[config.mk]
export PLATFORM = sky130hd
export DESIGN_NAME = morph3_ram
export DESIGN_NICKNAME = d
export VERILOG_FILES = /design/src/hw/rtl/morphology_3x3_filter_defines.svh /design/src/hw/rtl/morph3_ram.sv
export SDC_FILE = /design/constraint.sdc
export NUM_CORES = 2
export LEC_CHECK = 0
export BUFFER_PORTS_ARGS = -buffer_cell sky130_fd_sc_hd__buf_2
export CAP_MARGIN = 40
export CORE_MARGIN = 2
export CORE_UTILIZATION = 57
export CTS_CLUSTER_DIAMETER = 30
export DETAILED_ROUTE_END_ITERATION = 7
export PLACE_DENSITY = 0.76
export SETUP_SLACK_MARGIN = 0.15
export SKIP_LAST_GASP = 1
export SLEW_MARGIN = 20
export SYNTH_ARGS = -nofsm -noshare
export SYNTH_HDL_FRONTEND = slang
export SYNTH_SLANG_ARGS = --single-unit
[constraint.sdc]
create_clock -name clk_i -period 2.4 [get_ports clk_i]
set_input_delay 0.48 -clock clk_i [delete_from_list [all_inputs] [get_ports clk_i]]
set_output_delay 0.48 -clock clk_i [all_outputs]
set_load 0.02 [all_outputs]
[src/hw/rtl/morphology_3x3_filter_defines.svh]
// Assertion macros for the morphology filter.
`ifndef MORPHOLOGY_3X3_FILTER_DEFINES_SVH
`define MORPHOLOGY_3X3_FILTER_DEFINES_SVH
`ifndef SYNTH
`define M3_ASSERT(lbl, prop) \
  lbl: assert property (@(posedge clk_i) disable iff (!rst_ni) prop) \
    else $error("morph3 check failed");
`define M3_ASSERT_RST(lbl, prop) \
  lbl: assert property (@(posedge clk_i) prop) else $error("morph3 check failed");
`else
`define M3_ASSERT(lbl, prop)
`define M3_ASSERT_RST(lbl, prop)
`endif
`endif

[src/hw/rtl/morph3_ram.sv]
module morph3_ram #(
  parameter int Width = 8,
  parameter int Depth = 256
) (
  input  logic                     clk_i,
  input  logic                     we_i,
  input  logic [$clog2(Depth)-1:0] waddr_i,
  input  logic [Width-1:0]         wdata_i,
  input  logic                     re_i,
  input  logic [$clog2(Depth)-1:0] raddr_i,
  output logic [Width-1:0]         rdata_o
);

  logic [Width-1:0] mem [Depth];

  always_ff @(posedge clk_i) begin
    if (we_i) begin
      mem[waddr_i] <= wdata_i;
    end
    if (re_i) begin
      rdata_o <= mem[raddr_i];
    end
  end

endmodule

* Yosys cells after proc, flatten, opt, wreduce, memory -nomap -nowiden *
Memory sizes are Yosys's and may differ from the RTL's. A register that Yosys moved wholly into a read port is not among the register bits.
Index checks and enable logic that the tools add are counted.

cells by class
  multiplexer cells = 2

operators with widths
  cell               number
  1-bit two-way mux  2

storage, ports and cells
  register bits after elaboration = 0
  bits in writable memories = 2048
  input port bits = 27
  memories = 1

memories
  name  depth  width  rd ports  clocked after Yosys merged registers in  wr ports  RTL line          source
  mem   256    8      1         1                                        1         morph3_ram.sv:14  logic [Width-1:0] mem [Depth];

* Longest topological paths before layout *
  word-level depth = 2
  depth in mapped cells = 11
  gate-level depth less buffers = 6

* Worst setup path before layout *
No wires, ideal clock.

  path type = in2reg
  start = input port raddr_i[0]
  end = register rdata_o[2] (read register of mem), data pin
  setup time = 0.269 ns
  data arrival time = 2.287 ns
  setup slack = -0.156 ns
  stages = 9
  buffers on the path = 4
  cells stage by stage = buf_6 buf_12 buf_8 buf_2 mux4_2 a22oi_1 a21oi_1 nor4_1 nor4_2

RTL lines
  what             RTL line          source
  start, declared  morph3_ram.sv:10  input logic [$clog2(Depth)-1:0] raddr_i,
  end, declared    morph3_ram.sv:11  output logic [Width-1:0] rdata_o

==> flow_metrics.tcl <==
set metrics [dict create \
    place_inst 6100 \
    die_h_um 378 \
    drv_cap 0 \
    ff2ff_path_depth 8 \
    ys_seq_area_frac 0.775 \
    whs_ns 0.0691 \
    failed_checks "negative setup slack" \
    syn_avg_cell_area_um2 21.3 \
    critPathLaunchType "flop" \
    synth_edf_count 2056 \
    grt_start_max_net_pins 96 \
    dpl-instance-area_um2 87300 \
    cts_buffers 371 \
    synth-warning-count 0 \
    final.period_utilization 1.02 \
    num_rows 137 \
    area_growth_pct 25.6 \
    ctsLongestPathBuffers 4 \
    portBuffers 34 \
    relSlewSlack 0.452 \
    clkTransAtPathRegs_ns 0.06 \
    ant_nets 0 \
    dieArea_um2 143000 \
    postLayoutSetupSlackWorst_ns -0.0402 \
    drc 0 \
    reg2reg_to "rdata_o[5]" \
    critPathKind "flop to flop" \
    synth_cell_type_count 54 \
    wl_mm 223 \
    rsz0062_at_grt "yes" \
    powerDensity_nw_per_um2 952 \
    ir_drop_uv 692 \
    grt_pass1_wl_mm 318 \
    fin_cells 6777 \
    outcome "finished with violations" \
    root_buffer "clkbuf_16" \
    synth_seq_cells 2056 \
    drv_slew 0 \
    cts_tree "built" \
    grt.overflow.total 0 \
    syn_inst 3733 \
    avgRoutedWirePerCell_um 32.9 \
    finalInstanceArea_um2 100000 \
    required_ns 3.08 \
    r2r_slack_ns -0.04 \
    setup_viol 2 \
    drtIter0Drc 7253 \
    async_reset_ff_frac 0 \
    min_period_ns 2.44 \
    die_x_um 378 \
    num_io_pins 35 \
    antenna_found_initial 12 \
    r2r_start "mem[211][5]" \
    viasPerCell 6.64 \
    hold_depth 1 \
    finalHoldViolations 0 \
    final_nets 4632 \
    dp.final_hpwl_mm 129 \
    path_max_fanout 1 \
    finalSetupTns_ns -0.0701 \
    worstHoldPathType "input pin to flop" \
    cts_sinks 2056 \
    num_vias 45000 \
    dr.pass1.iters 8 \
    clk_latency_ns 0.92 \
    drive_above_1_share 0.404 \
    gp_congestion 0.906 \
    grtUsageTotal 0.313 \
    grt_pass1_vias 46100 \
    dp_slack_ns -1.16 \
    htree_num_levels 5 \
    clock_skew_ns 0.0522 \
    crit_path_end_kind "flop" \
    clock.fmax_mhz 410 \
    tightest_slew_ns 0.822 \
    leakage_nw 33.3 \
    core_area_um2 139000 \
    synth_flop_cell "edfxtp_1" \
    synth_nets 3760 \
    start_util 0.573 \
    hold-path-endpoint "mem[113][2]" \
    synth_area_um2 79600 \
    cp.arrival_ns 3.12 \
    hp-start "wdata_i[2]" \
]
stage by stage:
stage	total power [mW]	utilization
floorplan	42.4	-
global placement	44.4	0.628
detailed placement	44.5	0.628
CTS	95.2	0.718
global route	97.1	0.720
finish	95.3	0.720
sequential cells by signal (all words and copies together) (netlist names):
register  cells
mem        2048
rdata_o       8
critical path, cell delays in order (launching register included):
cell and delay [ns]:
edfxtp_1 0.42, mux4_2 0.55, a22o_1 0.30, a221oi_2 0.25, buf_4 0.18, o32ai_4 0.08, nor3_4 0.20, buf_4 0.16
nor4_2 0.04
kinds of logic (layout without fill, tap and decap cells):
logic type	count (synthesis)	in the layout	synth area share
AOI/OAI and AO/OA	385	385	0.0342
buffers and inverters	235	1396	0.0183
DFF	2056	2056	0.775
muxes	591	591	0.146
other	0	7	0
and+or+nand+nor	466	466	0.0263
cell type report:
cell class / instances / area, µm²
flip-flops and latches: 2056 / 61700
fillers: 7346 / 39000
multi-input cells: 1442 / 17200
clock buffers: 401 / 9500
repair buffers: 732 / 6550
clock inverters: 261 / 2680
well taps: 1876 / 2350
diodes: 7 / 17.5
inverters: 2 / 7.51
metal layers:
metal,vias to the layer above,track usage,wire [µm]
met4,10,0.165,12000
met3,680,0.0767,26700
met2,3571,0.490,107000
li1,17600,-,-
met5,-,0,78
met1,23200,0.413,77100
synth_stat cells (2+ instances only):
master	number	share of area
o22a_1	5	0.00055
a211oi_1	16	0.0015
a311oi_1	2	0.00022
and2_1	6	0.00047
a21oi_1	96	0.0060
a221oi_1	13	0.0014
nor3_1	22	0.0014
or2_2	4	0.00031
o32ai_1	4	0.00044
a22oi_1	133	0.013
buf_12	8	0.0020
buf_6	21	0.0030
and3b_1	2	0.00022
a2111oi_1	2	0.00025
nor4_1	24	0.0019
buf_2	31	0.0019
clkbuf_1	111	0.0052
o21ai_0	10	0.00063
a2111oi_0	2	0.00022
o21ai_1	2	0.00013
a31oi_1	2	0.00016
nand3b_1	2	0.00019
a22o_1	8	0.00088
nand3_1	34	0.0021
nor4_2	3	0.00047
nand4_1	10	0.00079
buf_1	22	0.0010
nand2_1	33	0.0016
mux2i_1	134	0.017
edfxtp_1	2056	0.78
o22ai_1	28	0.0022
o211ai_1	10	0.00094
o221ai_1	46	0.0051
mux4_1	2	0.00066
buf_4	27	0.0025
nor2_1	282	0.013
nand2b_1	8	0.00063
nor2b_1	31	0.0024
buf_8	13	0.0025
mux4_2	454	0.13
how the worst max path moves through the flow:
stage,startpoint,endpoint,slack (ns),cells past startpoint
6_report,mem[211][5],rdata_o[5],-0.04,8
5_1_grt,mem[211][5],rdata_o[5],-0.08,8
4_1_cts,mem[24][5],rdata_o[5],-0.01,7
3_5_place_dp,raddr_i[0],rdata_o[7],-1.16,11
3_3_place_gp,raddr_i[0],rdata_o[0],-1.20,11
2_1_floorplan,raddr_i[0],rdata_o[0],-0.04,9
layout by cell type (no fill, tap or decap), drive strengths merged, types with 34 or more instances in the layout:
cell type	synthesis	layout
a21oi	96	96
mux4	456	456
clkinv	1	129
clkinvlp	0	40
nor2	282	282
a22oi	133	133
nand3	34	34
o221ai	47	47
inv	1	59
clkbuf	111	410
edfxtp	2056	2056
bufinv	0	35
buf	122	719
mux2i	134	134
where the power goes:
part	switching (mW)	total [mW]	internal, mW
logic	2.68	4.43	1.75
registers	0.0628	39.7	39.7
clock network	18.5	51.1	32.6
timing repair:
action	4_1_cts	5_1_grt
endpoints found under the hold margin	41	0
hold buffers	4	0
pin swaps	8	14
resized for setup	37	41
endpoints found under the setup margin	9	10
setup buffers	0	3
cloned	0	1
No activity file was read; power rests on OpenSTA's default activity.
