$ cat src/hw/rtl/morphology_3x3_filter_defines.svh
// Assertion macros for the morphology filter.
`ifndef MORPHOLOGY_3X3_FILTER_DEFINES_SVH
`define MORPHOLOGY_3X3_FILTER_DEFINES_SVH
`ifndef SYNTH
`define M3_ASSERT(lbl, prop) \
  lbl: assert property (@(posedge clk_i) disable iff (!rst_ni) prop) \
    else $error("morph3 check failed");
`define M3_ASSERT_RST(lbl, prop) \
  lbl: assert property (@(posedge clk_i) prop) else $error("morph3 check failed");
`else
`define M3_ASSERT(lbl, prop)
`define M3_ASSERT_RST(lbl, prop)
`endif
`endif

$ cat src/hw/rtl/morph3_pkg.sv
package morph3_pkg;

  localparam int MAX_FIRST  = 256;
  localparam int MAX_SECOND = 256;
  localparam int DEPTH      = MAX_FIRST * MAX_SECOND;
  localparam int AW         = $clog2(DEPTH);
  localparam int FW         = $clog2(MAX_FIRST);
  localparam int SW         = $clog2(MAX_SECOND);
  localparam int NFW        = FW + 1;
  localparam int NSW        = SW + 1;

  localparam logic [7:0] PIX_MAX = 8'd255;

  localparam logic [1:0] REQ_WRITE = 2'd0;
  localparam logic [1:0] REQ_RUN   = 2'd1;
  localparam logic [1:0] REQ_READ  = 2'd2;

  localparam logic [1:0] MODE_BIN_ERODE  = 2'd0;
  localparam logic [1:0] MODE_BIN_DILATE = 2'd1;

  localparam logic RESP_READ = 1'b0;
  localparam logic RESP_DONE = 1'b1;

  localparam logic [2:0] CFG_MODE   = 3'd0;
  localparam logic [2:0] CFG_HORIZ  = 3'd1;
  localparam logic [2:0] CFG_OBJ    = 3'd2;
  localparam logic [2:0] CFG_PASSES = 3'd3;
  localparam logic [2:0] CFG_SIZE_F = 3'd4;
  localparam logic [2:0] CFG_SIZE_S = 3'd5;

  typedef struct packed {
    logic [1:0] req_type;
    logic [7:0] pos_first;
    logic [7:0] pos_second;
    logic [7:0] pixel_in;
  } req_t;

  typedef struct packed {
    logic       resp_kind;
    logic [7:0] pixel_out;
  } resp_t;

  typedef struct packed {
    logic       clr;
    logic       acc;
    logic [1:0] mode;
    logic [7:0] obj;
  } win_ctrl_t;

  function automatic logic [AW-1:0] addr_of(logic [FW-1:0] f, logic [SW-1:0] s);
    logic [AW-1:0] base;
    base = AW'(f) * AW'(MAX_SECOND);
    return base + AW'(s);
  endfunction

endpackage

$ cat src/hw/rtl/morph3_win.sv
module morph3_win
  import morph3_pkg::*;
(
  input  logic       clk_i,
  input  logic       rst_ni,
  input  win_ctrl_t  ctrl_i,
  input  logic [7:0] pix_i,
  output logic [7:0] res_o
);

  logic       all_q, all_d;
  logic       any_q, any_d;
  logic [7:0] min_q, min_d;

  // Fold the pixel that arrives this cycle into the running window state.
  always_comb begin
    all_d = all_q;
    any_d = any_q;
    min_d = min_q;
    if (ctrl_i.acc) begin
      all_d = all_q & (pix_i != 8'd0);
      any_d = any_q | (pix_i != 8'd0);
      min_d = (pix_i < min_q) ? pix_i : min_q;
    end
  end

  always_comb begin
    case (ctrl_i.mode)
      MODE_BIN_ERODE:  res_o = all_d ? ctrl_i.obj : 8'd0;
      MODE_BIN_DILATE: res_o = any_d ? ctrl_i.obj : 8'd0;
      default:         res_o = min_d;
    endcase
  end

  always_ff @(posedge clk_i or negedge rst_ni) begin
    if (!rst_ni) begin
      all_q <= 1'b1;
      any_q <= 1'b0;
      min_q <= PIX_MAX;
    end else if (ctrl_i.clr) begin
      all_q <= 1'b1;
      any_q <= 1'b0;
      min_q <= PIX_MAX;
    end else begin
      all_q <= all_d;
      any_q <= any_d;
      min_q <= min_d;
    end
  end

endmodule
$ cat config.mk
export PLATFORM = sky130hd
export DESIGN_NAME = morph3_win
export DESIGN_NICKNAME = d
export VERILOG_FILES = /design/src/hw/rtl/morphology_3x3_filter_defines.svh /design/src/hw/rtl/morph3_pkg.sv /design/src/hw/rtl/morph3_win.sv
export SDC_FILE = /design/constraint.sdc
export NUM_CORES = 1
export LEC_CHECK = 0
export ABC_CLOCK_PERIOD_IN_PS = 2700
export BUFFER_PORTS_ARGS = -buffer_cell sky130_fd_sc_hd__buf_2
export CORE_MARGIN = 4
export CORE_UTILIZATION = 50
export CTS_CLUSTER_DIAMETER = 150
export CTS_CLUSTER_SIZE = 8
export DETAILED_ROUTE_END_ITERATION = 8
export HOLD_SLACK_MARGIN = 0.06
export PLACE_DENSITY_LB_ADDON = 0.15
export SYNTH_ARGS = -nofsm -noshare
export SYNTH_HDL_FRONTEND = slang
export SYNTH_SLANG_ARGS = --single-unit
$ cat constraint.sdc
create_clock -name clk_i -period 2.7 [get_ports clk_i]
set_clock_uncertainty 0.05 [all_clocks]
set_input_delay 0.135 -clock clk_i [delete_from_list [all_inputs] [get_ports clk_i]]
set_output_delay 0.135 -clock clk_i [all_outputs]
set_load 0.005 [all_outputs]
Word-level counts from Yosys, hierarchy flattened

Index checks and enable logic that the tools add are counted.

Bits in registers: 10
Logic and storage cells: 19
Output and inout bits: 8

Bitwise gates (word level): 2
Reduce and logical (&&, ||, !) cells: 2
Muxes and demuxes: 10
Equality and inequality tests: 1
$lt $le $gt $ge: 1

Operators with widths:

| operator             | number |
|---|---|
| $mux W8              | 5 |
| $pmux W8 S2          | 1 |
| $lt A8 B8 Y1         | 1 |
| $reduce_bool A8 Y1   | 1 |
| $mux W1              | 4 |
| $eq A2 B1 Y1 const B | 1 |
| $logic_not A2 Y1     | 1 |
| $and A1 B1 Y1        | 1 |
| $or A1 B1 Y1         | 1 |

Logic depth before layout (Yosys ltp)

Gate-level depths: netlist of the first run.

Word-level depth: 5
Gate-level depth with buffers: 8
Depth with buffers taken out: 6

Worst setup path before layout of the first run

Ideal clock, no wire load.

Kind: register -> output
Start: reg min_q[2]
End: out res_o[3]
Path buffers: 1
Stages on the path, launching flop included: 8
Arrival: 1.840 ns
Path slack: 0.675 ns
Cells stage by stage: dfstp_2 -> inv_1 -> ha_1 -> a211o_1 -> a31oi_4 -> o21a_4 -> buf_6 -> o221ai_1

Longest elaborated chain between the ends: 4

Ends and longest elaborated chain:

| element                | RTL line         | source |
|---|---|---|
| start, declared        | morph3_win.sv:13 | `logic [7:0] min_q, min_d;` |
| start signal, assigned | morph3_win.sv:47 | `min_q <= min_d;` |
| $lt A8 B8 Y1           | morph3_win.sv:23 | `min_d = (pix_i < min_q) ? pix_i : min_q;` |
| $mux W8                | morph3_win.sv:23 |  |
| $mux W8                | morph3_win.sv:20 | `if (ctrl_i.acc) begin` |
| $pmux W8 S2            | morph3_win.sv:28 | `case (ctrl_i.mode)` |
| end, declared          | morph3_win.sv:8  | `output logic [7:0] res_o` |

Every way passes these cells.

Worst setup path after layout of the first run

Start: reg min_q[3]
End: out res_o[2]

Same word-level chain as after synthesis.

==> impl_metrics.csv, run 1 <==
group,metric,value,unit
place,gp_congestion,0.790,
global_routing,grt_pass1_wl,3.90,mm
timing,setup_slack,0.194,ns
setup_path,regToRegEndpoint,"min_q[5]",
cts,insertion_delay,0.28,ns
yosys,syn_avg_cell_area,8.43,sq um
timing,rsz0062_at_grt,"false",
setup_path,worstSetupStartpoint,"min_q[3]",
setup_path,start_kind,"flop",
cells_and_area,drive_above_1_share,0.331,
run,drv_cap,0,
timing,hold-worst-slack,0.105,ns
cts,cts_tree,"done",
hold_path,min_path_type,"primary input to flop",
floorplanning,die_y,51.3,microns
setup_path,cp.arrival,2.32,ns
yosys,ys_seq_elements,10,
yosys,synth_edf_count,0,
pwr,powerDensity,427,nW/um^2
floorplanning,core,1750,sq um
yosys,ys_seq_area_frac,0.279,
route,vias_per_cell,5.63,
global_routing,antenna_found_initial,0,
setup_path,r2r_slack,0.67,ns
setup_path,r2r_start,"min_q[2]",
floorplanning,io_pins,30,
cells_and_area,diodes,0,
timing,period_minus_slack,2.51,ns
floorplanning,die_x,51.3,microns
route,met2_length,1.09,mm
route,num_vias,940,
pwr,p_leak,0.000564,uW
route,drt.antenna.violating_nets,0,
cts,cts.sinks,10,
global_routing,grt_max_degree,18,
timing,slew_headroom,0.554,
place,portBuffers,29,
global_routing,first_global_vias,875,
yosys,synth_nets,140,
timing,fin_crit_sh,0.928,
yosys,syn-cell-area,936,sq um
cts,htreeDepth,1,
floorplanning,start_util,0.536,
cts,cts_setup_buffers,0,
cells_and_area,nNetsFinal,172,
route,met3WireLength,159,microns
place,place_hpwl,1.79,mm
cells_and_area,fin_cells,167,
pwr,vdd_drop_max,0.260,mV
route,drtIter0Drc,21,
route,drc,0,
setup_path,crit_buf_inv,2,
timing,setup_tns,0,ns
setup_path,worst_ep_required_time,2.52,ns
yosys,ys_async_sr_fraction,1.00,
place,place_inst,161,
timing,setup_viol,0,
route,avgRoutedWirePerCell,14.3,microns
setup_path,cp.depth,6,
yosys,synth-main-ff-cell,"dfstp_2",
route,drt-total-wl,2.38,mm
route,m1WireLength,1.11,mm
timing,fmax,399,MHz
place,place_ws,0.194,ns
setup_path,crit_fanout,17,
cts,cts_root_buf,"clkbuf_4",
timing,hold_viol_final,0,
cts,clock_path_buffers,2,
route,routed.top_layer,"met4",
yosys,ys_types,27,
yosys,syn_inst,111,
setup_path,crit_end,"res_o[2]",
setup_path,end_kind,"output pin",
floorplanning,dieArea,2630,sq um
setup_path,reg2reg_depth,7,
yosys,yosysWarnings,0,
setup_path,cp_cell_sequence,"inv_1 > ha_1 > o21ai_2 > o21a_4 > o221ai_1 > buf_2",
status,outcome,"completed",
cells_and_area,area_delta_synth_final,21.9,%
floorplanning,rows,15,
timing,worst_pin_slew,0.669,ns
global_routing,grt_use_total,0.192,
timing,maxSlewViolCount,0,
setup_path,path_delay_family,"compound AO/OA/AOI/OAI gates",
cts,clk_pin_slew,0.07,ns
route,drtPass1Iterations,4,
setup_path,max_stage_delay,0.54,ns
setup_path,path_class,"flop to output pin",
setup_path,cpMaxStageDelayCell,"o21ai_2",
global_routing,overflow,0,
cts,numCtsBuffers,3,
==> worst register-to-register path, delay by kind of cell (launching register included) <==
family,cells,cell delay (ns)
AOI/OAI and AO/OA,4,0.76
adders and majority gates,1,0.32
buffers and inverters,2,0.29
DFF,1,0.53
==> repair_timing <==
item | in CTS | in global routing
hold buffers | 2 | 0
setup endpoints to repair | 8 | 0
endpoints found under the hold margin | 11 | 0
gates resized for setup | 1 | 0
==> routing by layer <==
layer,track usage,vias to the layer above
li1,-,476
met1,0.256,423
met2,0.313,37
met3,0.0204,4
met4,0.0786,0
met5,0,-
==> power by group <==
group | switching (uW) | internal (uW) | leakage, uW
registers | 7.84 | 173 | 0.000107
clock network | 57.9 | 57.3 | 0.0000150
logic | 110 | 82.1 | 0.000442
==> layout by cell type, fill, tap and decap left out <==
cell type | Yosys | routed
nand2_1 | 11 | 11
a211oi_1 | 1 | 1
dfstp_2 | 9 | 9
o21ai_0 | 2 | 2
clkbuf_1 | 2 | 1
nand2b_1 | 1 | 1
nor4_1 | 2 | 2
o211a_1 | 1 | 1
ha_1 | 7 | 7
and2_1 | 8 | 8
clkbuf_4 | 0 | 3
o221ai_1 | 8 | 8
o21ai_2 | 1 | 2
a211o_1 | 1 | 1
dfrtp_1 | 1 | 1
o21a_4 | 1 | 1
a21boi_0 | 1 | 1
nand3_1 | 1 | 1
a31oi_4 | 1 | 1
clkinv_1 | 1 | 1
and4_1 | 1 | 1
buf_2 | 2 | 29
buf_4 | 1 | 2
nor2_1 | 4 | 4
dlygate4sd3_1 | 0 | 2
o211ai_1 | 24 | 24
inv_1 | 17 | 17
==> synth_stat cells (all sizes together), types with 2 or more instances <==
| master | count | area (sq um) |
|---|---|---|
| and2 | 8 | 50.1 |
| buf | 4 | 28.8 |
| clkbuf | 2 | 7.51 |
| dfstp | 9 | 236 |
| ha | 7 | 87.6 |
| inv | 17 | 63.8 |
| nand2 | 11 | 41.3 |
| nor2 | 4 | 15.0 |
| nor4 | 2 | 12.5 |
| o211ai | 24 | 180 |
| o21ai | 4 | 23.8 |
| o221ai | 8 | 70.1 |
==> cells by family after synthesis <==
group	after synthesis	share of synthesized area
AO/OA/AOI/OAI	42	0.368
adder cells (fa/ha/maj)	7	0.0936
buffers and inverters	24	0.111
flip-flops	10	0.279
AND/OR/NAND/NOR	28	0.148
==> cell type report <==
| type | instances | area, sq um |
|---|---|---|
| clock buffers | 4 | 26.3 |
| multi-input cells | 77 | 574 |
| repair buffers | 33 | 180 |
| fillers | 159 | 604 |
| inverters | 18 | 67.6 |
| well taps | 25 | 31.3 |
| flip-flops and latches | 10 | 262 |
==> flip-flops by register name, indices dropped and copies added (netlist names) <==
name   count
min_q      8
any_q      1
all_q      1
==> how the worst min path moves through the flow <==
stage               cells past startpoint       end        from  slack, ns
global placement                        1     any_q      rst_ni      -0.04
global route                            3  min_q[2]    pix_i[2]       0.13
detailed placement                      1     any_q      rst_ni      -0.04
floorplan                               0     any_q      rst_ni      -0.21
CTS                                     4     all_q  ctrl_i[10]       0.11
finish                                  4     all_q  ctrl_i[10]       0.10
==> stage by stage <==
step | area [sq um] | total power [uW] | utilization
after CTS | 1140 | 486 | 0.654
after floorplan | 936 | 307 | -
final | 1140 | 488 | 0.654
after detailed placement | 1090 | 370 | 0.625
after global routing | 1140 | 517 | 0.654
after global placement | 1090 | 362 | 0.625
Power figures use the tool's default switching activity.
==> run 2: changes to the inputs <==
- CORE_MARGIN: 4 -> default
==> run 2 against run 1 <==
Against the previous run:
- register-to-register slack barely moved
- maximum frequency rose by 1.5%
- clock-buffer cell count did not move
- critical endpoint unchanged
- largest power group unchanged
==> impl_metrics.csv, run 2 (synthesis gave the netlist of run 1 again) <==
group,metric,value,unit
setup_path,end_kind,"output pin",
route,num_vias,980,
floorplanning,rows,15,
floorplanning,io_pins,30,
timing,slew_headroom,0.699,
cts,cts_tree,"done",
route,vias_per_cell,5.83,
setup_path,r2r_slack,0.68,ns
setup_path,reg2reg_depth,7,
setup_path,path_class,"flop to output pin",
timing,fin_crit_sh,0.914,
route,drtPass1Iterations,4,
setup_path,start_kind,"flop",
cts,clk_pin_slew,0.07,ns
timing,maxSlewViolCount,0,
cts,numCtsBuffers,3,
timing,fmax,405,MHz
hold_path,min_from,"ctrl_i[10]",
timing,rsz0062_at_grt,"false",
route,avgRoutedWirePerCell,14.6,microns
cells_and_area,drive_above_1_share,0.336,
cells_and_area,layout_commonest_cell,"buf_2",
run,drv_cap,0,
pwr,p_leak,0.000568,uW
place,place_ws,0.459,ns
global_routing,first_global_vias,925,
place,place_inst,162,
hold_path,worstHoldPathCells,4,
place,gp_congestion,0.812,
pwr,powerDensity,430,nW/um^2
cells_and_area,reg_top3,"min_q: 8 flops, all_q: 1 flops, any_q: 1 flops",
timing,hold_viol_final,0,
setup_path,worst_ep_required_time,2.52,ns
global_routing,grt_pass1_wl,4.11,mm
pwr,vdd_drop_max,0.266,mV
cts,clock_path_buffers,2,
place,place_hpwl,1.75,mm
global_routing,overflow,0,
timing,period_minus_slack,2.47,ns
status,outcome,"completed",
cells_and_area,fin_cells,168,
setup_path,r2r_start,"min_q[2]",
setup_path,cp.arrival,2.28,ns
floorplanning,dieArea,2050,sq um
cts,cts.sinks,10,
route,drt.antenna.violating_nets,0,
cts,cts_root_buf,"clkbuf_4",
timing,setup_viol,0,
cells_and_area,top_register,"min_q",
route,drt-total-wl,2.46,mm
cells_and_area,post-route-util,0.658,
route,drc,0,
floorplanning,core,1750,sq um
cells_and_area,largest_register_ffs,8,
setup_path,crit_fanout,16,
cells_and_area,nNetsFinal,173,
floorplanning,die_y,45.3,microns
place,portBuffers,29,
global_routing,grt_max_degree,18,
timing,setup_tns,0,ns
cts,htreeDepth,1,
cells_and_area,area_delta_synth_final,22.7,%
hold_path,min_path_type,"primary input to flop",
global_routing,antenna_found_initial,0,
floorplanning,die_x,45.3,microns
cells_and_area,diodes,0,
timing,setup_slack,0.231,ns
floorplanning,start_util,0.536,
cts,insertion_delay,0.28,ns
route,drtIter0Drc,20,
setup_path,regToRegEndpoint,"min_q[6]",
global_routing,grt_use_total,0.286,
timing,worst_pin_slew,0.452,ns
hold_path,holdPathEnd,"all_q",
cells_and_area,most-common-layout-cells,"buf_2, o211ai_1, inv_1, nand2_1, dfstp_2",
## run 2: power breakdown
group	total (uW)	internal, uW	switching (uW)	leakage (uW)
clock network	117	57.4	60.1	0.0000150
logic	196	83.3	112	0.000446
registers	180	173	7.72	0.000107
total	494	313	180	0.000568
## run 2: metrics by stage
| stage | hold WS, ns | cell area, sq um | power (uW) |
|---|---|---|---|
| after floorplan | -0.211 | 936 | 307 |
| after global placement | -0.0343 | 1100 | 365 |
| after detailed placement | -0.0340 | 1100 | 373 |
| after CTS | 0.0917 | 1140 | 493 |
| after global routing | 0.124 | 1150 | 527 |
| final | 0.101 | 1150 | 494 |
## run 2: how the worst max path moves through the flow
stage	startpoint	end	slack [ns]	cells after the start
after floorplan	min_q[2]	res_o[3]	0.68	7
after CTS	min_q[7]	res_o[5]	0.15	7
after detailed placement	min_q[3]	res_o[5]	0.46	6
after global placement	min_q[4]	res_o[5]	0.53	7
final	min_q[2]	res_o[2]	0.23	8
after global routing	min_q[2]	res_o[0]	0.12	8
## run 2: critical path, stage by stage (launching register included)
cell and delay [ns]:
dfstp_2 0.53, inv_1 0.05, ha_1 0.31, a211o_1 0.34
a31oi_4 0.17, buf_4 0.24, o211ai_1 0.12, o221ai_1 0.10
buf_2 0.14
## run 2: timing repair
item,in CTS,in global routing
setup endpoints to repair,0,2
setup buffers,0,0
hold buffers,2,0
gates resized for setup,0,1
hold endpoints to repair,11,0
## run 2: routing by layer
layer,track usage,share of wire,up-vias
met5,0,0,-
met4,0.182,0.027,0
met3,0.0240,0.048,7
met2,0.461,0.49,41
met1,0.367,0.44,455
li1,-,-,477
## run 2: area by class of cell
cell class / count / area, sq um
Timing Repair Buffer: 34 / 188
Inverter: 18 / 67.6
Sequential cell: 10 / 262
Clock buffer: 4 / 26.3
Tap cell: 25 / 31.3
Multi-Input combinational cell: 77 / 574
Fill cell: 166 / 597
